[src/hdl/mm_ram.sv]
// generic simple dual-port ram with registered read
module mm_ram #(
    parameter int WIDTH = 16,
    parameter int DEPTH = 64
) (
    input  logic                     clk,
    input  logic                     we,
    input  logic [$clog2(DEPTH)-1:0] waddr,
    input  logic [WIDTH-1:0]         wdata,
    input  logic [$clog2(DEPTH)-1:0] raddr,
    output logic [WIDTH-1:0]         rdata
);

    logic [WIDTH-1:0] mem [DEPTH];
    logic [WIDTH-1:0] rdata_reg;

    // write port and registered read port
    always_ff @(posedge clk)
    begin
        if (we)
        begin
            mem[waddr] <= wdata;
        end
        rdata_reg <= mem[raddr];
    end

    assign rdata = rdata_reg;

endmodule

[config.mk]
export PLATFORM = sky130hd
export DESIGN_NAME = mm_ram
export DESIGN_NICKNAME = d
export VERILOG_FILES = /design/src/hdl/mm_ram.sv
export SDC_FILE = /design/constraint.sdc
export NUM_CORES = 1
export LEC_CHECK = 0
export ABC_AREA = 1
export BUFFER_PORTS_ARGS = -buffer_cell sky130_fd_sc_hd__clkbuf_2
export CORE_UTILIZATION = 40
export DETAILED_ROUTE_END_ITERATION = 6
export SKIP_CTS_REPAIR_TIMING = 1
export SYNTH_ARGS = -nofsm -noshare
export SYNTH_HDL_FRONTEND = slang
export SYNTH_SLANG_ARGS = --single-unit
[constraint.sdc]
create_clock -name clk -period 3.6 [get_ports clk]
set_input_delay 0.72 -clock clk [delete_from_list [all_inputs] [get_ports clk]]
set_output_delay 0.72 -clock clk [all_outputs]
set_load 0.05 [all_outputs]
==> summary.md <==
| Metric | Value |
|---|---|
| Drt first pass iters | `5` |
| Root Driver | `clkbuf_16` |
| Req. time, crit path | `roughly 4.2 ns` |
| Syn Std Cell Area | `0.0421 mm²` |
| Critical path buffer and inverter count | `3` |
| Global-route wire length before repair | `177000 µm` |
| Mapped Avg Cell Area | `between 10 and 15 µm²` |
| Gr ovfl total | `0` |
| Die Ht | `between 300 and 400 µm` |
| Worst path max stage delay | `~0.35 ns` |
| Slew margin rel. | `0.378` |
| Final hold viol count | `0` |
| Initial core utilization | `0.405` |
| CP Class | `in -> reg` |
| Setup crit end kind | `flip-flop` |
| Layout Utilization | `0.460` |
| Clk Latency, worst-skew pair | `0.69 ns` |
| Status | `complete, no violations` |
| Setup TNS | `0 ns` |
| PortBufs | `between 40 and 50` |
| Worst min path class | `in -> reg` |
| Via count | `27600` |
| Largest net degree at the start of global routing | `approximately 130` |
| DRC violations left | `0` |
| Critical path startpoint category | `input pin` |
| # H-tree levels | `3` |
| R2R depth | `8` |
| Fin crit share | `0.685` |
| Unique masters post-synth | `16` |
| Hold path cells | `1` |
| Worst reg2reg path endpoint | `rdata[6]$_DFF_P_` |
| Clk sinks | `1040` |
| Worst vdd ir | `a little over 0.5 mV` |
| Crit. Startpoint | `raddr[0]` |
| Iteration-0 DRC Markers | `3494` |
| Routability Congestion | `0.919` |
| GRT Total Usage | `0.226` |
| CP Depth | `11` |
| Critical path cell sequence | `buf_8 > inv_16 > buf_4 > nand2_1 > nand3_1 > nand3_1 > nand2_1 > nand2_1 > nand3_1 > nand3_1 > nand2_1` |
| Die area | `0.107 mm²` |
| CTS buffer count | `107` |
| Seq cells post-synth | `1040` |
| Slowest cell on the critical path | `buf_4` |
| Antenna violations before repair | `12` |
| Post-Route WL | `121000 µm` |
| Layout cells sized above 1 | `0.102` |
| MaxCap Viol Count | `0` |
| Routed vias/inst | `5.43` |
| Post-DRT Antenna Nets | `0` |
| Crit path to | `rdata[6]$_DFF_P_` |
| # placed instances | `4889` |
| RSZ-0062 raised after global routing | `false` |
| # nets final | `approximately 3600` |
| Clock Tree Buf Depth | `3` |
| R2R Setup Slk | `1.86 ns` |
| R2R Path Start | `mem[2][6]$_DFFE_PP_` |
| Crit path DAT | `3.07 ns` |
| Leakage | `roughly 17 nW` |
| Minimum clock period | `around 2.5 ns` |
| Die W | `326 µm` |
| Max Slew Vio Count | `0` |
| Register area share after synthesis | `0.738` |
| Worst slew pin tran | `about 0.93 ns` |
| Cell count after synthesis | `3517` |
| Clock skew | `0.0312 ns` |
| Core area | `0.104 mm²` |
| Clock Pin Slew Worst Setup and Hold Paths | `0.06 ns` |
| Cell Pwr Density | `around 550 mW/mm²` |
| Final std cells w/o fill | `5089` |
| Largest register FFs | `1024` |
| Rows | `between 100 and 150` |
| Cell family with most CP delay | `simple AND/OR/NAND/NOR gates` |
| Fmax | `~410 MHz` |
| CP Max Fanout | `111` |
| Number of global-route vias before repair | `26200` |
| Placed wire-length estimate | `71800 µm` |
| Area delta synth->final | `13.5%` |
| Final setup fails | `0` |
| Synth Warn # | `0` |
| CTS tree | `yes` |
| IO Pins | `46` |
| Syn_nets | `~3500` |
| Routed len/inst | `23.8 µm` |
## metrics by stage
stage               hold slack [ns]  area, µm²  setup slack (ns)  total power [mW]
global placement              0.803      44400             0.588              15.5
finish                        0.553      47800              1.13              26.1
CTS                           0.547      47800              1.18              26.2
detailed placement            0.818      44400             0.597              15.5
floorplan                     0.722      42100             0.326              14.7
global route                  0.577      47800              1.11              26.7
## Yosys cell counts
master	number	area share
nand2_1	1296	0.12
edfxtp_1	1024	0.73
nand3_1	871	0.10
buf_2	113	0.013
nor2_1	56	0.0050
buf_6	49	0.013
clkbuf_1	26	0.0023
buf_4	19	0.0034
buf_1	17	0.0015
dfxtp_1	16	0.0076
inv_1	9	0.00080
nand4_1	9	0.0013
nor4_1	8	0.0012
inv_2	2	0.00018
buf_8	1	0.00036
inv_8	1	0.00027
## worst min-delay path by stage
| stage | startpoint | endpoint | slack [ns] |
|---|---|---|---|
| after floorplan | mem[44][0]$_DFFE_PP_ | rdata[0]$_DFF_P_ | 0.72 |
| after global placement | mem[48][6]$_DFFE_PP_ | rdata[6]$_DFF_P_ | 0.80 |
| after detailed placement | mem[60][0]$_DFFE_PP_ | rdata[0]$_DFF_P_ | 0.82 |
| after CTS | raddr[5] | rdata[11]$_DFF_P_ | 0.55 |
| after global routing | wdata[2] | mem[46][2]$_DFFE_PP_ | 0.58 |
| final | wdata[2] | mem[46][2]$_DFFE_PP_ | 0.55 |
## power breakdown
group | leakage (nW) | total, mW | internal, mW | switching, mW
clock network | 1.66 | 10.8 | 6.20 | 4.61
registers | 9.35 | 13.5 | 13.4 | 0.0772
logic | 6.24 | 1.81 | 0.429 | 1.38
## logic make-up after synthesis
| family | Yosys count | synth area share |
|---|---|---|
| buf+inv | 237 | 0.0354 |
| flops | 1040 | 0.738 |
| simple gates | 2240 | 0.227 |
## placed cells by master (no fill, tap or decap), types with 21 or more instances in the layout
cell type	n
buf_12	31
nor2_1	56
nand2_1	1296
buf_4	142
edfxtp_1	1024
clkinv_2	21
clkbuf_16	108
clkbuf_1	26
nand3_1	871
clkbuf_2	42
## worst register-to-register path: cells and delay by family (launching register included)
| family | cells | cell delay [ns] |
|---|---|---|
| DFF | 1 | 0.37 |
| and+or+nand+nor | 8 | 1.23 |
## final cells by class
class	instances	area, µm²
multi-input cells	2240	9590
well taps	1380	1730
clock buffers	137	2840
flip-flops and latches	1040	31100
fillers	9411	56200
diodes	7	17.5
inverters	12	71.3
clock inverters	56	529
repair buffers	217	1930
## routing by layer
metal | vias up | track usage | routed length (µm)
met5 | - | 0 | 44
met4 | 6 | 0.0736 | 3740
met3 | 233 | 0.0505 | 11700
met2 | 1230 | 0.335 | 53800
met1 | 13600 | 0.328 | 52000
li1 | 12600 | - | -
Note: power is estimated with default switching activity, not from simulation.
