--- config.mk ---
export PLATFORM = sky130hd
export DESIGN_NAME = mm_cell
export DESIGN_NICKNAME = d
export VERILOG_FILES = /design/src/hdl/mm_pkg.sv /design/src/hdl/mm_cell.sv
export SDC_FILE = /design/constraint.sdc
export NUM_CORES = 1
export LEC_CHECK = 0
export BUFFER_PORTS_ARGS = -buffer_cell sky130_fd_sc_hd__buf_2
export CAP_MARGIN = 20
export CORE_ASPECT_RATIO = 0.6
export CORE_MARGIN = 3
export CORE_UTILIZATION = 45
export DETAILED_ROUTE_END_ITERATION = 8
export GPL_ROUTABILITY_DRIVEN = 0
export PLACE_DENSITY = 0.65
export SLEW_MARGIN = 30
export SYNTH_ARGS = -nofsm -noshare
export SYNTH_HDL_FRONTEND = slang
export SYNTH_SLANG_ARGS = --single-unit
--- constraint.sdc ---
create_clock -name clk -period 10.51 [get_ports clk]
set_input_delay 2.6275 -clock clk [delete_from_list [all_inputs] [get_ports clk]]
set_output_delay 2.6275 -clock clk [all_outputs]
set_load 0.01 [all_outputs]
--- src/hdl/mm_pkg.sv ---
// shared types, constants and helpers for the matrix multiply block
package mm_pkg;

    // size limits and field widths
    localparam int MAX_DIM = 8;
    localparam int DIM_W   = $clog2(MAX_DIM);
    localparam int DEPTH   = MAX_DIM * MAX_DIM;
    localparam int ADDR_W  = $clog2(DEPTH);
    localparam int CFG_W   = 4;
    localparam int IDX_W   = 2;
    localparam int ELEM_W  = 16;
    localparam int MUL_W   = 2 * ELEM_W;
    localparam int PROD_W  = 40;
    localparam int CNT_W   = $clog2(2 * DEPTH + 1);

    // configuration register indexes
    typedef enum logic [IDX_W-1:0] {
        REG_ROWS_A    = 2'd0,
        REG_INNER_DIM = 2'd1,
        REG_COLS_B    = 2'd2
    } reg_idx_t;

    // sequencer states
    typedef enum logic [1:0] {
        ST_LOAD,
        ST_CALC,
        ST_WAIT,
        ST_DRAIN
    } state_t;

    // one element of A travelling down the chain of cells
    typedef struct packed {
        logic                     valid;
        logic                     first;
        logic                     last;
        logic [DIM_W-1:0]         t;
        logic signed [ELEM_W-1:0] a;
    } lane_t;

    // broadcast write of one element of B into its column cell
    typedef struct packed {
        logic                     we;
        logic [DIM_W-1:0]         t;
        logic [DIM_W-1:0]         col;
        logic signed [ELEM_W-1:0] data;
    } bwr_t;

    // size register to size in use: zero counts as one, large values saturate
    function automatic logic [CFG_W-1:0] clamp_dim(input logic [CFG_W-1:0] v);
        logic [CFG_W-1:0] r;
        r = v;
        if (v == '0)
        begin
            r = CFG_W'(1);
        end
        else if (v > CFG_W'(MAX_DIM))
        begin
            r = CFG_W'(MAX_DIM);
        end
        return r;
    endfunction

endpackage

--- src/hdl/mm_cell.sv ---
// one column cell: holds a column of B, multiplies passing A elements, accumulates
module mm_cell (
    input  logic                                     clk,
    input  logic                                     rst_n,
    input  logic [mm_pkg::DIM_W-1:0]                 index,
    input  mm_pkg::bwr_t                             bwr,
    input  mm_pkg::lane_t                            lane_in,
    output mm_pkg::lane_t                            lane_out,
    output logic signed [mm_pkg::PROD_W-1:0]         sum,
    output logic                                     done
);
    import mm_pkg::*;

    logic signed [ELEM_W-1:0] bcol_reg [MAX_DIM];
    lane_t                    lane_reg;
    logic signed [MUL_W-1:0]  mul_reg;
    logic                     mul_valid_reg;
    logic                     mul_first_reg;
    logic                     mul_last_reg;
    logic signed [PROD_W-1:0] acc_reg;
    logic signed [PROD_W-1:0] acc_next;
    logic                     done_reg;

    // column store of B, written when the element belongs to this column
    always_ff @(posedge clk)
    begin
        if (bwr.we && (bwr.col == index))
        begin
            bcol_reg[bwr.t] <= bwr.data;
        end
    end

    // hop register towards the next cell
    always_ff @(posedge clk or negedge rst_n)
    begin
        if (!rst_n)
        begin
            lane_reg <= '0;
        end
        else
        begin
            lane_reg <= lane_in;
        end
    end

    // multiply stage
    always_ff @(posedge clk or negedge rst_n)
    begin
        if (!rst_n)
        begin
            mul_valid_reg <= 1'b0;
        end
        else
        begin
            mul_valid_reg <= lane_reg.valid;
        end
    end

    always_ff @(posedge clk)
    begin
        mul_reg       <= lane_reg.a * bcol_reg[lane_reg.t];
        mul_first_reg <= lane_reg.first;
        mul_last_reg  <= lane_reg.last;
    end

    // accumulate, restarting on the first term of a row
    always_comb
    begin
        acc_next = (mul_first_reg ? PROD_W'(0) : acc_reg) + PROD_W'(mul_reg);
    end

    always_ff @(posedge clk)
    begin
        if (mul_valid_reg)
        begin
            acc_reg <= acc_next;
        end
    end

    // pulse once the dot product of a row is complete
    always_ff @(posedge clk or negedge rst_n)
    begin
        if (!rst_n)
        begin
            done_reg <= 1'b0;
        end
        else
        begin
            done_reg <= mul_valid_reg && mul_last_reg;
        end
    end

    assign lane_out = lane_reg;
    assign sum      = acc_reg;
    assign done     = done_reg;

endmodule

==> metrics.csv, run 1 <==
metric,value,unit
outcome,completed,
Post-DRT Antenna Nets,0,
htree depth,1,
DR DRC count,0,
worst skew pair latency,0.54,ns
top post-synthesis cells by area,"fa_1, edfxtp_1, ha_1, inv_1, nor2b_1",
Clock transition at path regs,0.06,ns
postcts setup bufs,0,
Worst Path Required,10.93,ns
synthesized area per cell,11.55,um2
Setup Viol. Count Final,0,
row cnt,58,
initial DRC count,788,
Synth top cells by count,"inv_1, fa_1, edfxtp_1, nor2b_1, nand2_1",
NumNets Final,2218,
Synth Instances,1677,
CP endpoint kind,flip-flop,
vias per inst,5.139,
ant diodes,0,
CP startpoint kind,flip-flop,
max-slew violations,0,
Longest Clk Path Bufs,3,
total global routing overflow,0,
setup TNS,0,ns
Mapped Area,19380,um2
antenna violations before repair,2,
Hold Startpoint,lane_out[20]$_DFF_PN0_,
Die Span Y,166.7,um
Core Region,42160,um2
yosys synthesis warning count,0,
worst-margin pin slew,0.9736,ns
minimum clock period,8.000,ns
number of buffers and inverters on the critical path,3,
reg2reg path depth,22,
"area leader, netlist",fa_1,
dpl hpwl,31800,um
period utilization,76.12,%
number of synthesized flops with an enable pin,168,
MaxCap Viol Count,0,
hold path depth,0,
IO buf count,112,
number of synthesized register bits,226,
WP data arrival,8.42,ns
vias in the first global route,13270,
ys async rst share,10.62,%
Fmax achieved,0.1250,GHz
setup ws final,2.510,ns
cell family with most CP delay,adder cells,
WL final,41520,um
Die Footprint,45670,um2
dpl ws,2.491,ns
CTS Root Cell,clkbuf_16,
Max-slew headroom,33.81,%
I/O pins,113,
Fin Clk Skew,0.01704,ns
Die Width,273.9,um
critical path cell sequence,buf_4 > mux4_2 > mux2i_2 > nor2b_1 > fa_1 > fa_1 > fa_1 > fa_1 > fa_1 > inv_1 > fa_1 > inv_1 > ha_1 > a21o_1 > a21o_1 > a21oi_1 > o221ai_1 > a2111oi_2 > nor3_1 > a221oi_2 > a21oi_1 > xor2_1,
Area Overhead vs Synth,10.82,%
max reg flops,128,
"Hold-fix buffers, CTS",0,
post-CTS sizing,0,
Worst R2R Start,lane_out[16]$_DFF_PN0_,
reg-to-reg setup timing slack,2.51,ns
first-pass GRT wire length,70620,um
RSZ-0062 raised after global routing,no,
"Primary FF master, synth",edfxtp_1,
Sink Count,226,
largest net degree at the start of global routing,42,
CP max stage cell,mux2i_2,
CTS tree,yes,
syn nets,2111,
Crit path largest cell delay,0.77,ns
top-area cell type share of the netlist area,27.17,%
Fin. Hold Viols,0,
"most used cell, CP",fa_1,
CTS Buf Count,24,
crit path kind,flip-flop to flip-flop,
Min-Delay Path Class,flip-flop to flip-flop,
Wirelength per Cell,17.50,um
"Seq/Total Area, Yosys",32.65,%
first-pass detailed-route iteration total,5,
Netlist cell types,63,
leading cell type by number of instances after synthesis,inv_1,
Worst R2R End,mul_reg[30]$_DFF_P_,
critical path depth,22,
initial core utilization,45.96,%
Tot GR Track Use,19.31,%
share of cells above drive strength 1,12.93,%
"Max FO, Critical Path",18,
Hold Slack,0.3664,ns
Hold EP,mul_first_reg$_DFF_P_,
total vias in the final route,12190,
Filler Cells Inserted,3686,
[worst max-delay path by stage]
| stage | startpoint | to | slack (ns) |
|---|---|---|---|
| 5_1_grt | lane_out[16]$_DFF_PN0_ | mul_reg[30]$_DFF_P_ | 1.98 |
| 3_5_place_dp | lane_out[16]$_DFF_PN0_ | mul_reg[30]$_DFF_P_ | 2.49 |
| 2_1_floorplan | lane_out[16]$_DFF_PN0_ | mul_reg[30]$_DFF_P_ | 3.20 |
| 4_1_cts | lane_out[16]$_DFF_PN0_ | mul_reg[30]$_DFF_P_ | 2.46 |
| 6_report | lane_out[16]$_DFF_PN0_ | mul_reg[30]$_DFF_P_ | 2.51 |
| 3_3_place_gp | lane_out[16]$_DFF_PN0_ | mul_reg[26]$_DFF_P_ | 2.65 |
[routing by layer]
metal | routed length [um] | GRT usage [%] | vias to the layer above
li1 | - | - | 5644
met1 | 19800 | 28.88 | 6229
met2 | 18800 | 30.26 | 269
met3 | 2233 | 3.053 | 45
met4 | 670 | 3.389 | 2
met5 | 8 | 0 | -
[layout make-up]
cell class | instances | area (um2) | area share [%]
flip-flops and latches | 226 | 6332 | 29.49
multi-input cells | 1099 | 11740 | 54.67
repair buffers | 129 | 688.2 | 3.205
clock buffers | 28 | 615.6 | 2.867
inverters | 304 | 1141 | 5.314
well taps | 570 | 713.2 | 3.321
clock inverters | 16 | 242.7 | 1.130
[worst reg2reg max path, cell delays in order, from the launching register on]
cell and delay, ns:
dfrtp_2 0.69, buf_4 0.44, mux4_2 0.57, mux2i_2 0.78, nor2b_1 0.17, fa_1 0.59, fa_1 0.43, fa_1 0.51
fa_1 0.44, fa_1 0.52, inv_1 0.05, fa_1 0.47, inv_1 0.04, ha_1 0.34, a21o_1 0.22, a21o_1 0.18
a21oi_1 0.20, o221ai_1 0.20, a2111oi_2 0.36, nor3_1 0.16, a221oi_2 0.26, a21oi_1 0.11, xor2_1 0.16
[through the flow]
step	instance area (um2)	cells	util, %
floorplan	19380	1677	-
global placement	20610	2328	48.88
detailed placement	20610	2328	48.89
CTS	21470	2372	50.93
global route	21470	2372	50.93
finish	21470	2372	50.93
[cells by family after synthesis]
kind of cell / Yosys count / synth area share [%]
AO/OA/AOI/OAI: 171 / 6.309
AND/OR/NAND/NOR: 421 / 11.22
flip-flops: 226 / 32.65
adder cells (fa/ha/maj): 384 / 34.98
multiplexers: 49 / 4.656
XOR/XNOR: 74 / 3.345
buffers and inverters: 352 / 6.838
[layout by cell type (no fill, tap or decap), types with 5 or more instances in the layout]
cell type  Yosys  routed
nand2_1      123     123
nand4_1        5       5
edfxtp_1     168     168
inv_1        304     304
nand3_1       11      11
fa_1         263     263
o21a_1        13      13
dfxtp_1       34      34
buf_4          0      17
o21ai_0       18      18
mux4_2        32      32
o21bai_1       9       9
buf_2          2     112
xnor2_1       58      58
dfrtp_1       24      21
clkbuf_16      0      24
a21o_1        28      28
mux2_2         9       9
nor2b_1      125     125
or2_2          5       5
nor3_1        13      11
ha_1         121     121
mux2i_1        8       7
bufinv_16      0       5
a21oi_1       50      50
nand2b_1      28      28
nor2_1        52      52
o21ai_1        5       5
and2_1        48      48
xor2_1        16      16
Power of run 1 is not shown: default switching activity piles up to over one toggle a cycle in this logic, so the estimate is an artifact.
==> run 2: changes to the inputs <==
--- a/config.mk
+++ b/config.mk
@@ -5,6 +5,7 @@
 export SDC_FILE = /design/constraint.sdc
 export NUM_CORES = 1
 export LEC_CHECK = 0
+export ABC_AREA = 1
 export BUFFER_PORTS_ARGS = -buffer_cell sky130_fd_sc_hd__buf_2
 export CAP_MARGIN = 20
 export CORE_ASPECT_RATIO = 0.6
@@ -12,7 +13,7 @@
 export CORE_UTILIZATION = 45
 export DETAILED_ROUTE_END_ITERATION = 8
 export GPL_ROUTABILITY_DRIVEN = 0
-export PLACE_DENSITY = 0.65
+export PLACE_DENSITY = 0.67
 export SLEW_MARGIN = 30
 export SYNTH_ARGS = -nofsm -noshare
 export SYNTH_HDL_FRONTEND = slang
==> constraint.sdc (replaced) <==
create_clock -name clk -period 6.87 [get_ports clk]
set_input_delay 1.7175 -clock clk [delete_from_list [all_inputs] [get_ports clk]]
set_output_delay 1.7175 -clock clk [all_outputs]
set_load 0.01 [all_outputs]
==> metrics.csv, run 2 <==
metric,value,unit,change
number of synthesized register bits,226,,unchanged
Critical Path Source,lane_out[16]$_DFF_PN0_,,
CTS Root Cell,clkbuf_16,,
Placed Cells,3269,,+40%
Fin Clk Skew,0.01820,ns,+0.001157 ns
first-pass GRT wire length,96570,um,+37%
most frequent cells in the layout,"nand2_1, inv_1, nor2_1",,
WP data arrival,7.11,ns,-1.31 ns
dpl ws,0.1379,ns,-2.353 ns
register area,6329,um2,about the same
CP endpoint kind,flip-flop,,
Max-slew headroom,42.42,%,+8.6 points
crit path kind,flip-flop to flip-flop,,
worst skew pair latency,0.55,ns,about the same
period utilization,96.96,%,+21 points
Hold Startpoint,lane_out[19]$_DFF_PN0_,,
I/O pins,113,,unchanged
total global routing overflow,0,,unchanged
vias in the first global route,17350,,+31%
yosys synthesis warning count,0,,unchanged
Die Width,287.8,um,+5.1%
total vias in the final route,17440,,+43%
initial core utilization,45.89,%,-0.065 points
max-slew violations,0,,unchanged
Synth Instances,2539,,+51%
Post-DRT Antenna Nets,0,,unchanged
"Seq/Total Area, Yosys",29.51,%,-3.1 points
CTS Buf Count,24,,unchanged
Fmax achieved,0.1501,GHz,+20%
Core Region,46710,um2,+11%
DR DRC count,0,,unchanged
Tot GR Track Use,24.92,%,+5.6 points
CTS tree,yes,,
leading cell type by number of instances after synthesis,nand2_1,,
minimum clock period,6.661,ns,-1.339 ns
hold path depth,0,,unchanged
Sink Count,226,,unchanged
largest net degree at the start of global routing,57,,+36%
"most used cell, CP",fa_1,,
reg2reg path depth,25,,+14%
IO buf count,112,,unchanged
MaxCap Viol Count,0,,unchanged
Die Footprint,50380,um2,+10%
Filler Cells Inserted,4354,,+18%
synthesized area per cell,8.443,um2,-27%
Wirelength per Cell,18.52,um,+5.8%
Die Span Y,175.1,um,+5.0%
setup ws final,0.2089,ns,-2.301 ns
Setup Viol. Count Final,0,,unchanged
row cnt,61,,+5.2%
outcome,completed,,
vias per inst,5.257,,+2.3%
WL final,61440,um,+48%
ys async rst share,10.62,%,unchanged
Area Overhead vs Synth,9.928,%,
CP max stage cell,fa_1,,
syn nets,2973,,+41%
dpl hpwl,50040,um,+57%
Synth top cells by count,"nand2_1, inv_1, nor2_1, fa_1, edfxtp_1",,
Netlist cell types,40,,-37%
number of synthesized flops with an enable pin,168,,unchanged
Mapped Area,21440,um2,+11%
Crit path largest cell delay,0.58,ns,-0.19 ns
RSZ-0062 raised after global routing,yes,,
max reg flops,128,,unchanged
initial DRC count,2026,,+160%
multi-input logic area,12610,um2,+7.4%
Min-Delay Path Class,flip-flop to flip-flop,,
top-area cell type share of the netlist area,24.56,%,-2.6 points
Final Non-Filler Cells,3317,,+40%
share of cells above drive strength 1,9.676,%,-3.3 points
"most common cell after layout, fill and taps aside",nand2_1,,
Worst R2R Start,lane_out[16]$_DFF_PN0_,,
top post-synthesis cells by area,"fa_1, edfxtp_1, nand2_1, inv_1, ha_1",,
worst-margin pin slew,0.8636,ns,-0.1099 ns
Clock transition at path regs,0.07,ns,about the same
CP startpoint kind,flip-flop,,
"Max FO, Critical Path",56,,+38
first-pass detailed-route iteration total,8,,+3
Fin. Hold Viols,0,,unchanged
setup TNS,0,ns,unchanged
htree depth,1,,unchanged
Worst Path Required,7.32,ns,-3.61 ns
antenna violations before repair,0,,-2
Longest Clk Path Bufs,3,,unchanged
ant diodes,0,,unchanged
NumNets Final,3103,,+40%
"area leader, netlist",fa_1,,
"Primary FF master, synth",edfxtp_1,,
final core utilization,50.45,%,-0.48 points
[run 2: worst paths after layout]
check,end,slack [ns]
max,mul_reg[21]$_DFF_P_,0.21
min,mul_last_reg$_DFF_P_,0.37
max reg2reg,mul_reg[21]$_DFF_P_,0.21
max in group asynchronous,lane_out[16]$_DFF_PN0_,4.98
min reg2reg,mul_last_reg$_DFF_P_,0.37
min in group asynchronous,lane_out[8]$_DFF_PN0_,1.28
[run 2: final cells by class]
cell class                 count  share of cell area, %
tap                          630                  3.345
multi-input combinational   1690                  53.50
timing repair buffer         156                  3.812
sequential                   226                  26.86
clock buffer                  30                  2.777
inverter                     571                  9.159
clock inverter                14                 0.5522
[run 2: cell families after synthesis]
kind of cell | share of synthesized area, %
compound gates | 4.990
xor+xnor | 1.798
fa+ha+maj | 31.62
buf+inv | 11.87
flops | 29.51
simple gates | 20.21
[run 2: critical path, delay by kind of cell (launching register included)]
kind	cells	cell delay (ns)
flops	1	0.46
fa+ha+maj	7	3.32
buf+inv	7	1.01
simple gates	9	1.43
compound gates	2	0.31
[run 2: what timing repair did]
item / CTS / global route
setup endpoints to repair: 0 / 17
setup buffers: 0 / 4
gates resized for setup: 0 / 16
hold buffers: 0 / 0
[run 2: metal layers]
metal	GRT usage, %	vias to the layer above	share of wire, %
li1	-	7983	-
met1	37.84	8401	44
met4	4.047	2	1.5
met5	1.154	-	0.13
met2	33.65	979	39
met3	9.844	73	16
[run 2: stage by stage]
step / cell area [um2] / hold slack (ns)
floorplan: 21440 / 0.3867
global placement: 22700 / 0.3442
detailed placement: 22700 / 0.3610
CTS: 23490 / 0.3758
global route: 23570 / 0.3823
finish: 23570 / 0.3657
Power of run 2 is left out for the same reason.
